File: src/rtl/rfdc_pkg.sv
// shared types, constants and crc function of the frame deframer
package rfdc_pkg;

  localparam int unsigned FRAME_BYTES = 20;
  localparam int unsigned CNT_W       = 5;
  localparam int unsigned ADDR_W      = 5;

  localparam logic [CNT_W-1:0] REPLY_LAST = 5'd4;   // final byte of a reply frame
  localparam logic [CNT_W-1:0] MASK_BYTE  = 5'd18;  // sensor bit mask
  localparam logic [CNT_W-1:0] CRC_BYTE   = 5'd19;  // received crc, final byte

  localparam logic [7:0] START_MEAS  = 8'h4D;  // 'M'
  localparam logic [7:0] START_REPLY = 8'h52;  // 'R'

  // configuration register indexes
  localparam logic [1:0] CFG_MIN_RANGE = 2'd0;
  localparam logic [1:0] CFG_MAX_RANGE = 2'd1;
  localparam logic [1:0] CFG_CRC_POLY  = 2'd2;

  localparam logic [14:0] MIN_RANGE_RST = 15'd50;
  localparam logic [14:0] MAX_RANGE_RST = 15'd2000;
  localparam logic [7:0]  CRC_POLY_RST  = 8'h07;

  typedef enum logic [2:0] {
    ST_RX,
    ST_CHECK,
    ST_RD_HI,
    ST_RD_LO,
    ST_EMIT,
    ST_ERR
  } state_e;

  typedef struct packed {
    logic byte_take;
    logic rd_hi;
    logic rd_lo;
    logic load_read;
    logic load_err;
  } rfdc_cmd_t;

  typedef struct packed {
    logic frame_end;
    logic crc_ok;
    logic pend_any;
    logic pend_last;
    logic out_free;
  } rfdc_stat_t;

  // msb-first crc-8, one byte
  function automatic logic [7:0] crc8_update(logic [7:0] crc, logic [7:0] data,
                                             logic [7:0] poly);
    logic [7:0] c;
    c = crc ^ data;
    for (int b = 0; b < 8; b++) begin
      if (c[7]) begin
        c = {c[6:0], 1'b0} ^ poly;
      end else begin
        c = {c[6:0], 1'b0};
      end
    end
    return c;
  endfunction

endpackage

File: src/rtl/rfdc_ctrl.sv
// controller state machine of the frame deframer
module rfdc_ctrl (
  input  logic                  clk_i,
  input  logic                  rst_ni,
  input  logic                  in_valid_i,
  output logic                  in_ready_o,
  input  rfdc_pkg::rfdc_stat_t  stat_i,
  output rfdc_pkg::rfdc_cmd_t   cmd_o
);

  rfdc_pkg::state_e state_q, state_d;

  always_ff @(posedge clk_i or negedge rst_ni) begin
    if (!rst_ni) begin
      state_q <= rfdc_pkg::ST_RX;
    end else begin
      state_q <= state_d;
    end
  end

  always_comb begin
    state_d    = state_q;
    cmd_o      = '0;
    in_ready_o = 1'b0;
    unique case (state_q)
      rfdc_pkg::ST_RX: begin
        in_ready_o      = 1'b1;
        cmd_o.byte_take = in_valid_i;
        if (in_valid_i && stat_i.frame_end) begin
          state_d = rfdc_pkg::ST_CHECK;
        end
      end
      rfdc_pkg::ST_CHECK: begin
        priority if (!stat_i.crc_ok) begin
          state_d = rfdc_pkg::ST_ERR;
        end else if (stat_i.pend_any) begin
          state_d = rfdc_pkg::ST_RD_HI;
        end else begin
          state_d = rfdc_pkg::ST_RX;
        end
      end
      rfdc_pkg::ST_RD_HI: begin
        cmd_o.rd_hi = 1'b1;
        state_d     = rfdc_pkg::ST_RD_LO;
      end
      rfdc_pkg::ST_RD_LO: begin
        cmd_o.rd_lo = 1'b1;
        state_d     = rfdc_pkg::ST_EMIT;
      end
      rfdc_pkg::ST_EMIT: begin
        if (stat_i.out_free) begin
          cmd_o.load_read = 1'b1;
          state_d = stat_i.pend_last ? rfdc_pkg::ST_RX : rfdc_pkg::ST_RD_HI;
        end
      end
      rfdc_pkg::ST_ERR: begin
        if (stat_i.out_free) begin
          cmd_o.load_err = 1'b1;
          state_d        = rfdc_pkg::ST_RX;
        end
      end
      default: begin
        state_d = rfdc_pkg::ST_RX;
      end
    endcase
  end

endmodule

File: src/rtl/rfdc_dp.sv
// datapath of the frame deframer: byte counter, crc, frame memory, result register
module rfdc_dp #(
  parameter int unsigned NUM_SENSORS = 8
) (
  input  logic                  clk_i,
  input  logic                  rst_ni,
  input  logic                  cfg_we_i,
  input  logic [1:0]            cfg_idx_i,
  input  logic [14:0]           cfg_wdata_i,
  input  logic [7:0]            rx_byte_i,
  input  rfdc_pkg::rfdc_cmd_t   cmd_i,
  output rfdc_pkg::rfdc_stat_t  stat_o,
  input  logic                  out_ready_i,
  output logic                  out_valid_o,
  output logic [2:0]            sensor_index_o,
  output logic [15:0]           range_mm_o,
  output logic [31:0]           sequence_number_o,
  output logic                  crc_error_o,
  output logic                  last_o
);

  localparam logic [7:0] SensMask = 8'((9'd1 << NUM_SENSORS) - 9'd1);

  logic [14:0] min_q, max_q;
  logic [7:0]  poly_q;

  logic [rfdc_pkg::CNT_W-1:0] cnt_q, cnt_d;
  logic        meas_q, meas_d;
  logic [7:0]  crc_q, crc_d;
  logic        crc_ok_q, crc_ok_d;
  logic [7:0]  pend_q, pend_d;
  logic [31:0] seq_q, seq_d;
  logic        out_valid_q;

  logic [7:0]  store_q [rfdc_pkg::FRAME_BYTES];
  logic        wr_en;
  logic [7:0]  rdata_q, hi_q;
  logic [rfdc_pkg::ADDR_W-1:0] rd_addr;

  logic [2:0]  idx;
  logic [7:0]  pend_clr;
  logic [15:0] raw;
  logic        in_window;

  // config registers
  always_ff @(posedge clk_i or negedge rst_ni) begin
    if (!rst_ni) begin
      min_q  <= rfdc_pkg::MIN_RANGE_RST;
      max_q  <= rfdc_pkg::MAX_RANGE_RST;
      poly_q <= rfdc_pkg::CRC_POLY_RST;
    end else if (cfg_we_i) begin
      unique case (cfg_idx_i)
        rfdc_pkg::CFG_MIN_RANGE: min_q  <= cfg_wdata_i;
        rfdc_pkg::CFG_MAX_RANGE: max_q  <= cfg_wdata_i;
        rfdc_pkg::CFG_CRC_POLY:  poly_q <= cfg_wdata_i[7:0];
        default: ;
      endcase
    end
  end

  // lowest pending sensor
  always_comb begin
    idx = '0;
    for (int i = 7; i >= 0; i--) begin
      if (pend_q[i]) begin
        idx = 3'(i);
      end
    end
  end

  assign pend_clr = pend_q & ~(8'd1 << idx);

  // byte receive path
  always_comb begin
    cnt_d    = cnt_q;
    meas_d   = meas_q;
    crc_d    = crc_q;
    crc_ok_d = crc_ok_q;
    pend_d   = pend_q;
    wr_en    = 1'b0;
    if (cmd_i.byte_take) begin
      if (cnt_q == '0) begin
        priority if (rx_byte_i == rfdc_pkg::START_MEAS) begin
          meas_d = 1'b1;
          wr_en  = 1'b1;
          crc_d  = rfdc_pkg::crc8_update(8'h00, rx_byte_i, poly_q);
          cnt_d  = 5'd1;
        end else if (rx_byte_i == rfdc_pkg::START_REPLY) begin
          meas_d = 1'b0;
          cnt_d  = 5'd1;
        end else begin
          cnt_d = '0;
        end
      end else if (meas_q) begin
        wr_en = 1'b1;
        cnt_d = cnt_q + 5'd1;
        if (cnt_q < rfdc_pkg::CRC_BYTE) begin
          crc_d = rfdc_pkg::crc8_update(crc_q, rx_byte_i, poly_q);
        end
        if (cnt_q == rfdc_pkg::MASK_BYTE) begin
          pend_d = rx_byte_i & SensMask;
        end
        if (cnt_q == rfdc_pkg::CRC_BYTE) begin
          crc_ok_d = (crc_q == rx_byte_i);
          crc_d    = '0;
          cnt_d    = '0;
        end
      end else begin
        cnt_d = (cnt_q == rfdc_pkg::REPLY_LAST) ? '0 : cnt_q + 5'd1;
      end
    end
    if (cmd_i.load_read) begin
      pend_d = pend_clr;
    end
  end

  assign seq_d = cmd_i.load_read ? seq_q + 32'd1 : seq_q;

  always_ff @(posedge clk_i or negedge rst_ni) begin
    if (!rst_ni) begin
      cnt_q    <= '0;
      meas_q   <= 1'b0;
      crc_q    <= '0;
      crc_ok_q <= 1'b0;
      pend_q   <= '0;
      seq_q    <= '0;
    end else begin
      cnt_q    <= cnt_d;
      meas_q   <= meas_d;
      crc_q    <= crc_d;
      crc_ok_q <= crc_ok_d;
      pend_q   <= pend_d;
      seq_q    <= seq_d;
    end
  end

  // frame memory, one write and one registered read port
  assign rd_addr = cmd_i.rd_lo ? {1'b0, idx, 1'b0} + 5'd3 : {1'b0, idx, 1'b0} + 5'd2;

  always_ff @(posedge clk_i) begin
    if (wr_en) begin
      store_q[cnt_q] <= rx_byte_i;
    end
    if (cmd_i.rd_hi || cmd_i.rd_lo) begin
      rdata_q <= store_q[rd_addr];
    end
    if (cmd_i.rd_lo) begin
      hi_q <= rdata_q;
    end
  end

  // window check, negative raw values fall below it
  assign raw       = {hi_q, rdata_q};
  assign in_window = !raw[15] && (raw[14:0] > min_q) && (raw[14:0] < max_q);

  // result register
  always_ff @(posedge clk_i or negedge rst_ni) begin
    if (!rst_ni) begin
      out_valid_q <= 1'b0;
    end else if (cmd_i.load_read || cmd_i.load_err) begin
      out_valid_q <= 1'b1;
    end else if (out_ready_i) begin
      out_valid_q <= 1'b0;
    end
  end

  always_ff @(posedge clk_i) begin
    if (cmd_i.load_read) begin
      sensor_index_o    <= idx;
      range_mm_o        <= in_window ? raw : 16'hFFFF;
      sequence_number_o <= seq_q;
      crc_error_o       <= 1'b0;
      last_o            <= (pend_clr == '0);
    end else if (cmd_i.load_err) begin
      sensor_index_o    <= '0;
      range_mm_o        <= '0;
      sequence_number_o <= '0;
      crc_error_o       <= 1'b1;
      last_o            <= 1'b1;
    end
  end

  assign out_valid_o      = out_valid_q;
  assign stat_o.frame_end = meas_q && (cnt_q == rfdc_pkg::CRC_BYTE);
  assign stat_o.crc_ok    = crc_ok_q;
  assign stat_o.pend_any  = (pend_q != '0);
  assign stat_o.pend_last = (pend_clr == '0);
  assign stat_o.out_free  = !out_valid_q || out_ready_i;

endmodule

File: src/rtl/range_frame_deframer_crc_check_top.sv
// top level of the serial frame deframer with crc-8 check
//
//   channel   dir  handshake                     payload
//   s_axis    in   s_axis_tvalid/s_axis_tready   tdata[7:0] rx_byte
//   m_axis    out  m_axis_tvalid/m_axis_tready   tdata sensor/range/sequence, tuser crc
//                                                error, tlast end of frame results
//   cfg       in   cfg_we_i (no handshake)       cfg_idx_i, cfg_wdata_i
//
// bytes are taken one per cycle while a frame is being received
// after the final byte of a measurement frame the input is held off for the crc
//   check, then for the readout of each reported sensor (two frame memory reads
//   through its single read port plus the result load), or for the crc error result
// a stalled output beat stretches that time; the result register frees the output
// reset is asynchronous active low and clears counters, crc, state and valid flags
module range_frame_deframer_crc_check_top #(
  parameter int unsigned NUM_SENSORS = 8  // sensors reported, 1 to 8
) (
  input  logic        clk_i,
  input  logic        rst_ni,
  // configuration writes
  input  logic        cfg_we_i,
  input  logic [1:0]  cfg_idx_i,
  input  logic [14:0] cfg_wdata_i,
  // received bytes
  input  logic        s_axis_tvalid,
  output logic        s_axis_tready,
  input  logic [7:0]  s_axis_tdata,   // [7:0] rx_byte
  // results
  output logic        m_axis_tvalid,
  input  logic        m_axis_tready,
  output logic [55:0] m_axis_tdata,   // [2:0] sensor_index, [18:3] range_mm,
                                      // [50:19] sequence_number, [55:51] zero
  output logic        m_axis_tuser,   // [0] crc_error
  output logic        m_axis_tlast    // last result of the frame
);

  rfdc_pkg::rfdc_cmd_t  cmd;
  rfdc_pkg::rfdc_stat_t stat;

  logic [2:0]  sensor_index;
  logic [15:0] range_mm;
  logic [31:0] sequence_number;

  // sequencing: receive, crc check, per-sensor readout
  rfdc_ctrl u_ctrl (
    .clk_i      (clk_i),
    .rst_ni     (rst_ni),
    .in_valid_i (s_axis_tvalid),
    .in_ready_o (s_axis_tready),
    .stat_i     (stat),
    .cmd_o      (cmd)
  );

  // frame storage, crc and result register
  rfdc_dp #(
    .NUM_SENSORS (NUM_SENSORS)
  ) u_dp (
    .clk_i             (clk_i),
    .rst_ni            (rst_ni),
    .cfg_we_i          (cfg_we_i),
    .cfg_idx_i         (cfg_idx_i),
    .cfg_wdata_i       (cfg_wdata_i),
    .rx_byte_i         (s_axis_tdata),
    .cmd_i             (cmd),
    .stat_o            (stat),
    .out_ready_i       (m_axis_tready),
    .out_valid_o       (m_axis_tvalid),
    .sensor_index_o    (sensor_index),
    .range_mm_o        (range_mm),
    .sequence_number_o (sequence_number),
    .crc_error_o       (m_axis_tuser),
    .last_o            (m_axis_tlast)
  );

  // pack result fields, lowest field first
  assign m_axis_tdata = {5'd0, sequence_number, range_mm, sensor_index};

endmodule

File: config.mk
export PLATFORM = sky130hd
export DESIGN_NAME = range_frame_deframer_crc_check_top
export DESIGN_NICKNAME = d
export VERILOG_FILES = /design/src/rtl/rfdc_pkg.sv /design/src/rtl/rfdc_ctrl.sv /design/src/rtl/rfdc_dp.sv /design/src/rtl/range_frame_deframer_crc_check_top.sv
export SDC_FILE = /design/constraint.sdc
export NUM_CORES = 1
export LEC_CHECK = 0
export BUFFER_PORTS_ARGS = -buffer_cell sky130_fd_sc_hd__buf_2
export CAP_MARGIN = 0
export CORE_MARGIN = 3
export CORE_UTILIZATION = 52
export DETAILED_ROUTE_END_ITERATION = 7
export GPL_ROUTABILITY_DRIVEN = 1
export GPL_TIMING_DRIVEN = 0
export PLACE_DENSITY = 0.72
export SETUP_SLACK_MARGIN = 0.5
export SLEW_MARGIN = 20
export SYNTH_ARGS = -nofsm -noshare
export SYNTH_HDL_FRONTEND = slang
export SYNTH_SLANG_ARGS = --single-unit
File: constraint.sdc
create_clock -name clk_i -period 5.6 [get_ports clk_i]
set_clock_uncertainty 0.2 [all_clocks]
set_input_delay 1.12 -clock clk_i [delete_from_list [all_inputs] [get_ports clk_i]]
set_output_delay 1.12 -clock clk_i [all_outputs]
set_load 0.01 [all_outputs]
==> metrics.csv, run 1 <==
metric;value;unit
core-area;30000;um2
cts_sinks;310;
synth_edf_count;212;
crit_path_start;s_axis_tdata[7];
grt_max_degree;71;
crit_chain;buf_4, buf_4, xor2_1, buf_2, a21oi_1, a21oi_2, or3_1, a21oi_1, a311oi_1, xnor2_2, xor2_2, xor2_1, or3_4, nand3_1, xnor3_1, a31o_1;
dp_hpwl;26700;um
cp_slowest_stage_delay;560;ps
synth_largest_area_cell;edfxtp_1;
drc;0;
fillers;2307;
startpoint_type;input port;
die_area;33100;um2
routedWlPerCell;20.3;um
numCtsBuffers;34;
power_density;554;nW/um2
setup_ws;692;ps
power.internal;6.31;mW
syn_area;16100;um2
yosysMostFrequentCell;edfxtp_1;
cp_num_buf_inv;3;
rsz0062_at_grt;false;
min_period_over_period;0.877;
sw_frac_of_total;0.381;
n_antenna_cell;0;
cp-end-kind;flop;
crit_arrival;5120;ps
grt_pass1_wl;61200;um
ant_nets;0;
fmax;0.204;GHz
cts.clk_slew.worst_paths;60;ps
core.rowCount;63;
p_leak;7.09;nW
globalRouteOverflowTotal;0;
crit_family;compound AO/OA/AOI/OAI gates;
period_needed;4910;ps
die_h;182;um
synth.area.top_cells;edfxtp_1, dfrtp_1, mux4_2, xnor2_1, nand2_1;
drive_gt1_frac;0.196;
outcome;completed;
r2r_setup_slack;1000;ps
grt_usage;0.233;
yosys_most_used_dff;edfxtp_1;
r2r_start;u_dp.poly_q[6];
final_hold_viol_count;0;
drtPass1Iterations;5;
slew_headroom;0.371;
fin_tns_setup;0;ps
ys_seq_area_frac;0.549;
initial_core_util;0.536;
pin_count;90;
cts_root_buf;clkbuf_16;
cts_tree;built;
slew_viol_final;0;
worst-path-max-fanout;19;
post_synth.cell_area_avg;12.0;um2
gp_congestion;0.952;
place_ws;-331;ps
crit_required;5810;ps
vias_per_cell;5.81;
netlist_instances;1336;
die_x;182;um
yosysUniqueCellTypes;87;
max-cap-violations;0;
numPortBuffers;84;
synth_commonest_cells;edfxtp_1, nand2_1, xnor2_1, nor2_1, dfrtp_1;
drt_iter0_markers;1005;
grt_pass1_vias;10900;
htreeDepth;2;
drt-total-wl;38300;um
hold_slack;259;ps
r2r_end;u_dp.crc_q[5];
combPwrFrac;0.495;
tightestPinTransition;940;ps
synth_top_area_share;0.396;
switchingPower;3.88;mW
p_seq_frac;0.289;
ys_ff_latch;310;
clock_path_buffers;3;
p_clk_frac;0.216;
area_growth;14.4;%
ys_warn_count;0;
register_area;8830;um2
crit_type;in -> reg;
cp_slowest_cell;a311oi_1;
worstSkewPairLatency;530;ps
hold_path_class;in -> async;
async_flop_share;0.313;
multi_input_area;6900;um2
setup_viol;0;
vias;10900;
irDropWorstVdd;0.611;mV
nNetsFinal;1540;
worstRegToRegCells;15;
antenna_found_initial;0;
==> per-stage QoR <==
| step | power [mW] | instances | utilization | cell area, um2 |
|---|---|---|---|---|
| after global routing | 10.8 | 1883 | 0.613 | 18400 |
| after global placement | 7.63 | 1814 | 0.566 | 17000 |
| final | 10.2 | 1883 | 0.613 | 18400 |
| after CTS | 9.98 | 1876 | 0.607 | 18200 |
| after floorplan | 6.67 | 1340 | - | 16100 |
| after detailed placement | 7.75 | 1817 | 0.570 | 17100 |
==> routing by layer <==
layer	track usage	vias to the layer above	wire, um	part of all wire
li1	-	5087	-	-
met4	0.0594	0	907	0.024
met5	0	-	0	0
met2	0.376	437	18000	0.47
met3	0.0409	76	3060	0.080
met1	0.332	5343	16300	0.43
==> state kept, by name (all words and copies together) (netlist names), 15 cells and up <==
signal	count
u_dp.store_q	144
u_dp.seq_q	32
u_dp.sequence_number_o	32
u_dp.range_mm_o	16
u_dp.max_q	15
u_dp.min_q	15
==> layout by cell type (no fill, tap or decap), types with 12 or more instances in the layout <==
master	count
xor2_1	25
nor3_1	16
ha_1	40
a21o_1	16
edfxtp_1	212
nor2_1	87
clkbuf_1	42
and2_1	41
nand3_1	20
dfrtp_1	85
buf_2	88
nand4_1	17
mux2_2	28
buf_4	15
a21oi_1	31
inv_1	50
xnor2_1	98
clkbuf_16	34
mux4_2	40
o21a_1	25
o21ai_0	40
a31oi_1	13
nand2_1	175
dfstp_2	12
==> how the worst max path moves through the flow <==
| stage | cells after the start | end |
|---|---|---|
| 5_1_grt | 17 | u_dp.crc_q[6] |
| 3_5_place_dp | 16 | u_dp.crc_q[6] |
| 4_1_cts | 14 | u_dp.crc_q[5] |
| 3_3_place_gp | 14 | u_dp.seq_q[30] |
| 6_report | 16 | u_dp.crc_q[5] |
| 2_1_floorplan | 13 | u_dp.seq_q[26] |
==> cell families after synthesis <==
| family | synth area share |
|---|---|
| xor+xnor | 0.0846 |
| fa+ha+maj | 0.0311 |
| buf+inv | 0.0311 |
| other cells | 0.000233 |
| flops | 0.549 |
| compound gates | 0.0918 |
| mux | 0.0824 |
| simple gates | 0.130 |
==> power groups by stage <==
stage          registers (mW)  clock network [mW]  logic [mW]
3_3_place_gp             2.99                   0        4.65
5_1_grt                  2.97                2.35        5.51
6_report                 2.95                2.20        5.04
3_5_place_dp             2.99                   0        4.76
4_1_cts                  2.94                2.24        4.80
2_1_floorplan            3.00                   0        3.67
==> final cells by class <==
| cell class | instances | area share |
|---|---|---|
| buffer | 68 | 0.0166 |
| clock buffer | 36 | 0.0467 |
| clock inverter | 23 | 0.0136 |
| inverter | 53 | 0.0110 |
| multi-input combinational | 909 | 0.375 |
| sequential | 310 | 0.480 |
| tap | 390 | 0.0265 |
| timing repair buffer | 94 | 0.0308 |
==> what timing repair did <==
action	CTS	global route
hold buffers	0	0
gates resized for setup	5	21
endpoints found under the setup margin	7	8
buffers inserted	0	7
pin swaps	0	3
No activity file was read; power rests on OpenSTA's default activity.
==> run 2: changes to the inputs <==
--- a/config.mk
+++ b/config.mk
@@ -11,7 +11,6 @@
 export CORE_UTILIZATION = 52
 export DETAILED_ROUTE_END_ITERATION = 7
 export GPL_ROUTABILITY_DRIVEN = 1
-export GPL_TIMING_DRIVEN = 0
 export PLACE_DENSITY = 0.72
 export SETUP_SLACK_MARGIN = 0.5
 export SLEW_MARGIN = 20
==> run 2 against run 1 <==
  * Via count is 3.0% lower
  * Utilization fell by 0.98 points
  * Hold slack improved by 15 ps
  * Wire length decreased by 5.7%
  * Flip-flop and latch count unchanged
  * Cell count decreased by 2.6%
  * Critical path depth is 2 lower
  * Sequential power increased by 2%
  * Cell area is 1.6% lower
==> metrics.csv, run 2 (synthesized netlist as in run 1, its figures left out) <==
metric;value;unit;change
placed_area;17000;um2;was 17100 um2
gp_congestion;0.908;;was 0.952
vias_per_cell;5.79;;was 5.81
cts_hold_buf;0;;unchanged
antenna_found_initial;2;;was 0
slew_viol_final;0;;unchanged
irDropWorstVdd;0.581;mV;was 0.611 mV
min_period_over_period;0.861;;was 0.877
ant_nets;0;;unchanged
vias;10600;;was 10900
dp_hpwl;24900;um;was 26700 um
cp_slowest_cell;or4_1;;was a311oi_1
final_cell_mix;edfxtp_1, nand2_1, xnor2_1;;unchanged
cts_root_buf;clkbuf_16;;unchanged
stdcell_area;18100;um2;was 18400 um2
cp_num_buf_inv;2;;was 3
worst-path-max-fanout;13;;was 19
dp_cells;1778;;was 1817
numPortBuffers;84;;unchanged
cts.repair.resized;0;;was 5
largest_reg_flops;144;;unchanged
hold_path_class;reg -> reg;;was in -> async
crit_family;simple AND/OR/NAND/NOR gates;;was compound AO/OA/AOI/OAI gates
grt_usage;0.217;;was 0.233
max-cap-violations;0;;unchanged
setup_viol;0;;unchanged
outcome;completed;;unchanged
clock_path_buffers;3;;unchanged
grt_max_degree;62;;was 71
worstSkewPairLatency;580;ps;was 530 ps
drtPass1Iterations;6;;was 5
finalNonFillerCells;1834;;was 1883
nNetsFinal;1490;;was 1540
crit_arrival;5080;ps;was 5120 ps
core-area;30000;um2;unchanged
fmax;0.207;GHz;was 0.204 GHz
die_x;182;um;unchanged
final_common_cell;edfxtp_1;;unchanged
power_density;547;nW/um2;was 554 nW/um2
initial_core_util;0.536;;unchanged
crit_type;in -> reg;;unchanged
drt_iter0_markers;957;;was 1005
biggestRegsByFlops;u_dp.store_q (144), u_dp.seq_q (32), u_dp.sequence_number_o (32);;unchanged
n_antenna_cell;0;;unchanged
pin_count;90;;unchanged
drc;0;;unchanged
startpoint_type;input port;;unchanged
die_area;33100;um2;unchanged
area_growth;12.5;%;was 14.4%
p_leak;7.01;nW;was 7.09 nW
cts_sinks;310;;unchanged
drt-total-wl;36100;um;was 38300 um
drive_gt1_frac;0.199;;was 0.196
cts.clk_slew.worst_paths;70;ps;was 60 ps
utilization;0.603;;was 0.613
grt_pass1_vias;10400;;was 10900
hold_slack;274;ps;was 259 ps
cp_slowest_stage_delay;620;ps;was 560 ps
crit_required;5850;ps;was 5810 ps
die_h;182;um;unchanged
cp-end-kind;flop;;unchanged
top_register;u_dp.store_q;;unchanged
cts_tree;built;;unchanged
post_cts_buffers;0;;unchanged
fillers;2345;;was 2307
slew_headroom;0.385;;was 0.371
fin_tns_setup;0;ps;unchanged
tightestPinTransition;917;ps;was 940 ps
final_hold_viol_count;0;;unchanged
globalRouteOverflowTotal;0;;unchanged
core.rowCount;63;;unchanged
grt_pass1_wl;57600;um;was 61200 um
routedWlPerCell;19.7;um;was 20.3 um
numCtsBuffers;30;;was 34
crit_chain;buf_2, inv_4, o21ba_1, or4_1, a2111oi_0, or4_1, nand4_1, xnor3_1, a221oi_2, xnor2_1, nand2b_4, xnor2_1, a21oi_1, a31oi_1;;was buf_4, buf_4, xor2_1, buf_2, a21oi_1, a21oi_2, or3_1, a21oi_1, a311oi_1, xnor2_2, xor2_2, xor2_1, or3_4, nand3_1, xnor3_1, a31o_1
period_needed;4820;ps;was 4910 ps
htreeDepth;1;;was 2
rsz0062_at_grt;false;;unchanged
-- run 2: cell count changes in the layout (fill, tap and decap cells not counted), moves of 4 or more --
cell	delta
clkbuf_16	-4
clkbuf_8	+4
clkbuf_1	-39
xor2_1	+6
xor2_2	-5
buf_1	-9
buf_4	+18
clkinv_1	-5
buf_2	-5
-- run 2: path summary, 6_finish.rpt --
path                       slack, ps            start        endpoint  cells after the start
max                              780  s_axis_tdata[7]   u_dp.crc_q[2]                     14
min                              270   u_dp.seq_q[31]  u_dp.seq_q[31]                      1
max reg2reg                      980   u_dp.poly_q[6]   u_dp.crc_q[2]                     13
min reg2reg                      270   u_dp.seq_q[31]  u_dp.seq_q[31]                      1
max in group asynchronous       3670           rst_ni   u_dp.max_q[7]                      2
min in group asynchronous        440           rst_ni  u_dp.seq_q[12]                      1
-- run 2: metrics by stage --
step	power, mW	setup slack, ps
6_report	9.90	778
5_1_grt	10.6	519
4_1_cts	9.94	766
3_5_place_dp	7.72	281
3_3_place_gp	7.64	407
2_1_floorplan	6.67	538
-- run 2: power by group --
group          switching [mW]  total, mW  internal, mW
clock                   0.875       2.21          1.34
combinational            2.54       4.68          2.14
sequential              0.230       3.01          2.78
total                    3.64       9.90          6.26
-- run 2: cell type report --
cell class                      instances  area [um2]  share of cell area
Multi-Input combinational cell        909        6800               0.376
Timing Repair Buffer                  116         663              0.0366
Clock buffer                           38         825              0.0455
Tap cell                              390         488              0.0270
Clock inverter                         18         298              0.0165
Inverter                               53         201              0.0111
Sequential cell                       310        8830               0.488
-- run 2: routing by layer --
layer / vias up / track usage / part of all wire
met3: 55 / 0.0250 / 0.070
met5: - / 0 / 0
li1: 4987 / - / -
met1: 5192 / 0.310 / 0.43
met2: 383 / 0.356 / 0.48
met4: 0 / 0.0585 / 0.023
-- run 2: worst register-to-register path: cells and delay by family, from the launching register on --
kind,cells,cell delay (ps)
AND/OR/NAND/NOR,5,1560
AO/OA/AOI/OAI,5,1260
XOR/XNOR,3,880
flip-flops,1,620
==> run 3: changes to the inputs <==
==> constraint.sdc (replaced) <==
create_clock -name clk_i -period 3.9 [get_ports clk_i]
set_clock_uncertainty 0.2 [all_clocks]
set_input_delay 0.78 -clock clk_i [delete_from_list [all_inputs] [get_ports clk_i]]
set_output_delay 0.78 -clock clk_i [all_outputs]
set_load 0.01 [all_outputs]
==> run 3 against run 2 <==
  * The run now ends with setup timing left
  * Critical path depth grew 2
  * Setup slack got worse by 840 ps
  * Via count is 7.5% higher
  * Flip-flop and latch count is the same
  * Power grew 63%
==> metrics.csv, run 3 (synthesized netlist as in run 1, its figures left out) <==
metric;value;unit;change
stdcell_area;19800;um2;was 18100 um2
biggestRegsByFlops;u_dp.store_q (144), u_dp.seq_q (32), u_dp.sequence_number_o (32);;unchanged
die_area;33100;um2;unchanged
crit_type;reg -> reg;;was in -> reg
tightestPinTransition;848;ps;was 917 ps
final_cell_mix;edfxtp_1, nand2_1, buf_4;;was edfxtp_1, nand2_1, xnor2_1
irDropWorstVdd;0.790;mV;was 0.581 mV
crit_arrival;4200;ps;was 5080 ps
fmax;0.252;GHz;
cts.clk_slew.worst_paths;60;ps;was 70 ps
crit_required;4140;ps;was 5850 ps
htreeDepth;1;;unchanged
startpoint_type;flop;;was input port
grt_pass1_vias;11400;;was 10400
busiest_layer;met2;;unchanged
grt_max_degree;56;;was 62
p_leak;7.87;nW;was 7.01 nW
drive_gt1_frac;0.310;;was 0.199
cts_root_buf;clkbuf_16;;unchanged
drc;0;;unchanged
initial_core_util;0.536;;unchanged
power;16.1;mW;was 9.90 mW
drt_iter0_markers;843;;was 957
worstSkewPairLatency;580;ps;about the same
violations;setup timing;;
pin_count;90;;unchanged
placed_area;18300;um2;was 17000 um2
n_antenna_cell;0;;unchanged
hold_path_class;in -> async;;was reg -> reg
grt_util_met3;0.0298;;was 0.0250
power_density;813;nW/um2;was 547 nW/um2
ant_nets;0;;unchanged
period_needed;3970;ps;
core-area;30000;um2;unchanged
grt_pass1_wl;62200;um;was 57600 um
utilization;0.659;;was 0.603
cts_sinks;310;;unchanged
largest_reg_flops;144;;unchanged
slew_headroom;0.433;;was 0.385
max-cap-violations;0;;unchanged
final_hold_viol_count;0;;unchanged
final_common_cell;edfxtp_1;;unchanged
worst-path-max-fanout;8;;was 13
rsz0062_at_grt;true;;was false
gp_congestion;0.913;;was 0.908
vias;11400;;was 10600
top_register;u_dp.store_q;;unchanged
die_h;182;um;unchanged
min_period_over_period;1.02;;
antenna_found_initial;1;;was 2
die_x;182;um;unchanged
slew_viol_final;0;;unchanged
drtPass1Iterations;6;;unchanged
core.rowCount;63;;unchanged
dp_hpwl;27400;um;was 24900 um
routedWlPerCell;19.8;um;was 19.7 um
drt-total-wl;39300;um;was 36100 um
cts_tree;built;;unchanged
clock_path_buffers;3;;unchanged
grtUsageMet2;0.393;;was 0.356
numCtsBuffers;31;;was 30
setup_ws;-66.8;ps;was 778 ps
area_growth;23.1;%;was 12.5%
outcome;complete, but fails checks;;was completed
grt_usage;0.235;;was 0.217
cts_hold_buf;0;;unchanged
numPortBuffers;84;;unchanged
fin_tns_setup;-79.9;ps;was 0 ps
vias_per_cell;5.76;;was 5.79
globalRouteOverflowTotal;0;;unchanged
setup_viol;3;;was 0
nNetsFinal;1636;;was 1490
cp-end-kind;flop;;unchanged
gr-usage-met1;0.324;;was 0.310
-- run 3: changes by cell type in the layout (fill, tap and decap cells not counted), sizes merged --
cell	previous run	this run
inv	53	57
buf	116	261
clkinvlp	4	1
clkbuf	38	32
clkinv	8	15
-- run 3: path summary, 6_finish.rpt --
path	depth (start not counted)	end	start	slack, ps
max	16	u_dp.crc_q[6]	u_dp.poly_q[6]	-70
min	1	u_dp.seq_q[17]	rst_ni	3
max reg2reg	16	u_dp.crc_q[6]	u_dp.poly_q[6]	-70
min reg2reg	1	u_dp.seq_q[2]	u_dp.seq_q[2]	270
max in group asynchronous	2	u_dp.max_q[10]	rst_ni	2690
min in group clk_i	3	u_dp.min_q[8]	cfg_wdata_i[8]	240
-- run 3: layer usage --
metal	wire [um]	part of all wire
met5	17	0.00043
met1	16500	0.42
met2	19400	0.49
met4	1030	0.026
met3	2360	0.060
-- run 3: final cells by class --
| type | count | area (um2) |
|---|---|---|
| clock buffer | 32 | 779 |
| tap | 390 | 488 |
| sequential | 310 | 8830 |
| timing repair buffer | 261 | 1860 |
| multi-input combinational | 909 | 7330 |
| clock inverter | 26 | 308 |
| inverter | 53 | 206 |
| fill | 2194 | 10200 |
-- run 3: worst max-delay path, stage by stage (launching register included) --
cell and delay, ps:
dfrtp_2 510, buf_6 160, nand4bb_1 210, o211a_4 200, xnor2_1 120, buf_4 160, a211o_1 270, or4_1 390
nand4_1 210, buf_4 180, o31ai_4 70, o22ai_4 240, nand2_1 130, xnor2_2 150, xnor2_1 230, o21ai_1 100
o32a_1 310
-- run 3: report_power, final --
part	internal (mW)	switching (mW)
clock	1.87	1.28
combinational	4.28	4.36
sequential	4.00	0.320
total	10.1	5.96
-- run 3: through the flow --
stage,setup slack (ps),hold slack [ps],instances
3_3_place_gp,-457,247,1906
2_1_floorplan,-248,234,1340
4_1_cts,47.9,10.3,1974
3_5_place_dp,-589,266,1906
6_report,-66.8,3.50,1981
5_1_grt,-176,40.7,1981
-- run 3: timing repair --
item | 4_1_cts | 5_1_grt
gates resized for setup | 22 | 33
endpoints found under the setup margin | 24 | 38
gates cloned | 1 | 0
buffers inserted | 9 | 7
pin swaps | 23 | 10
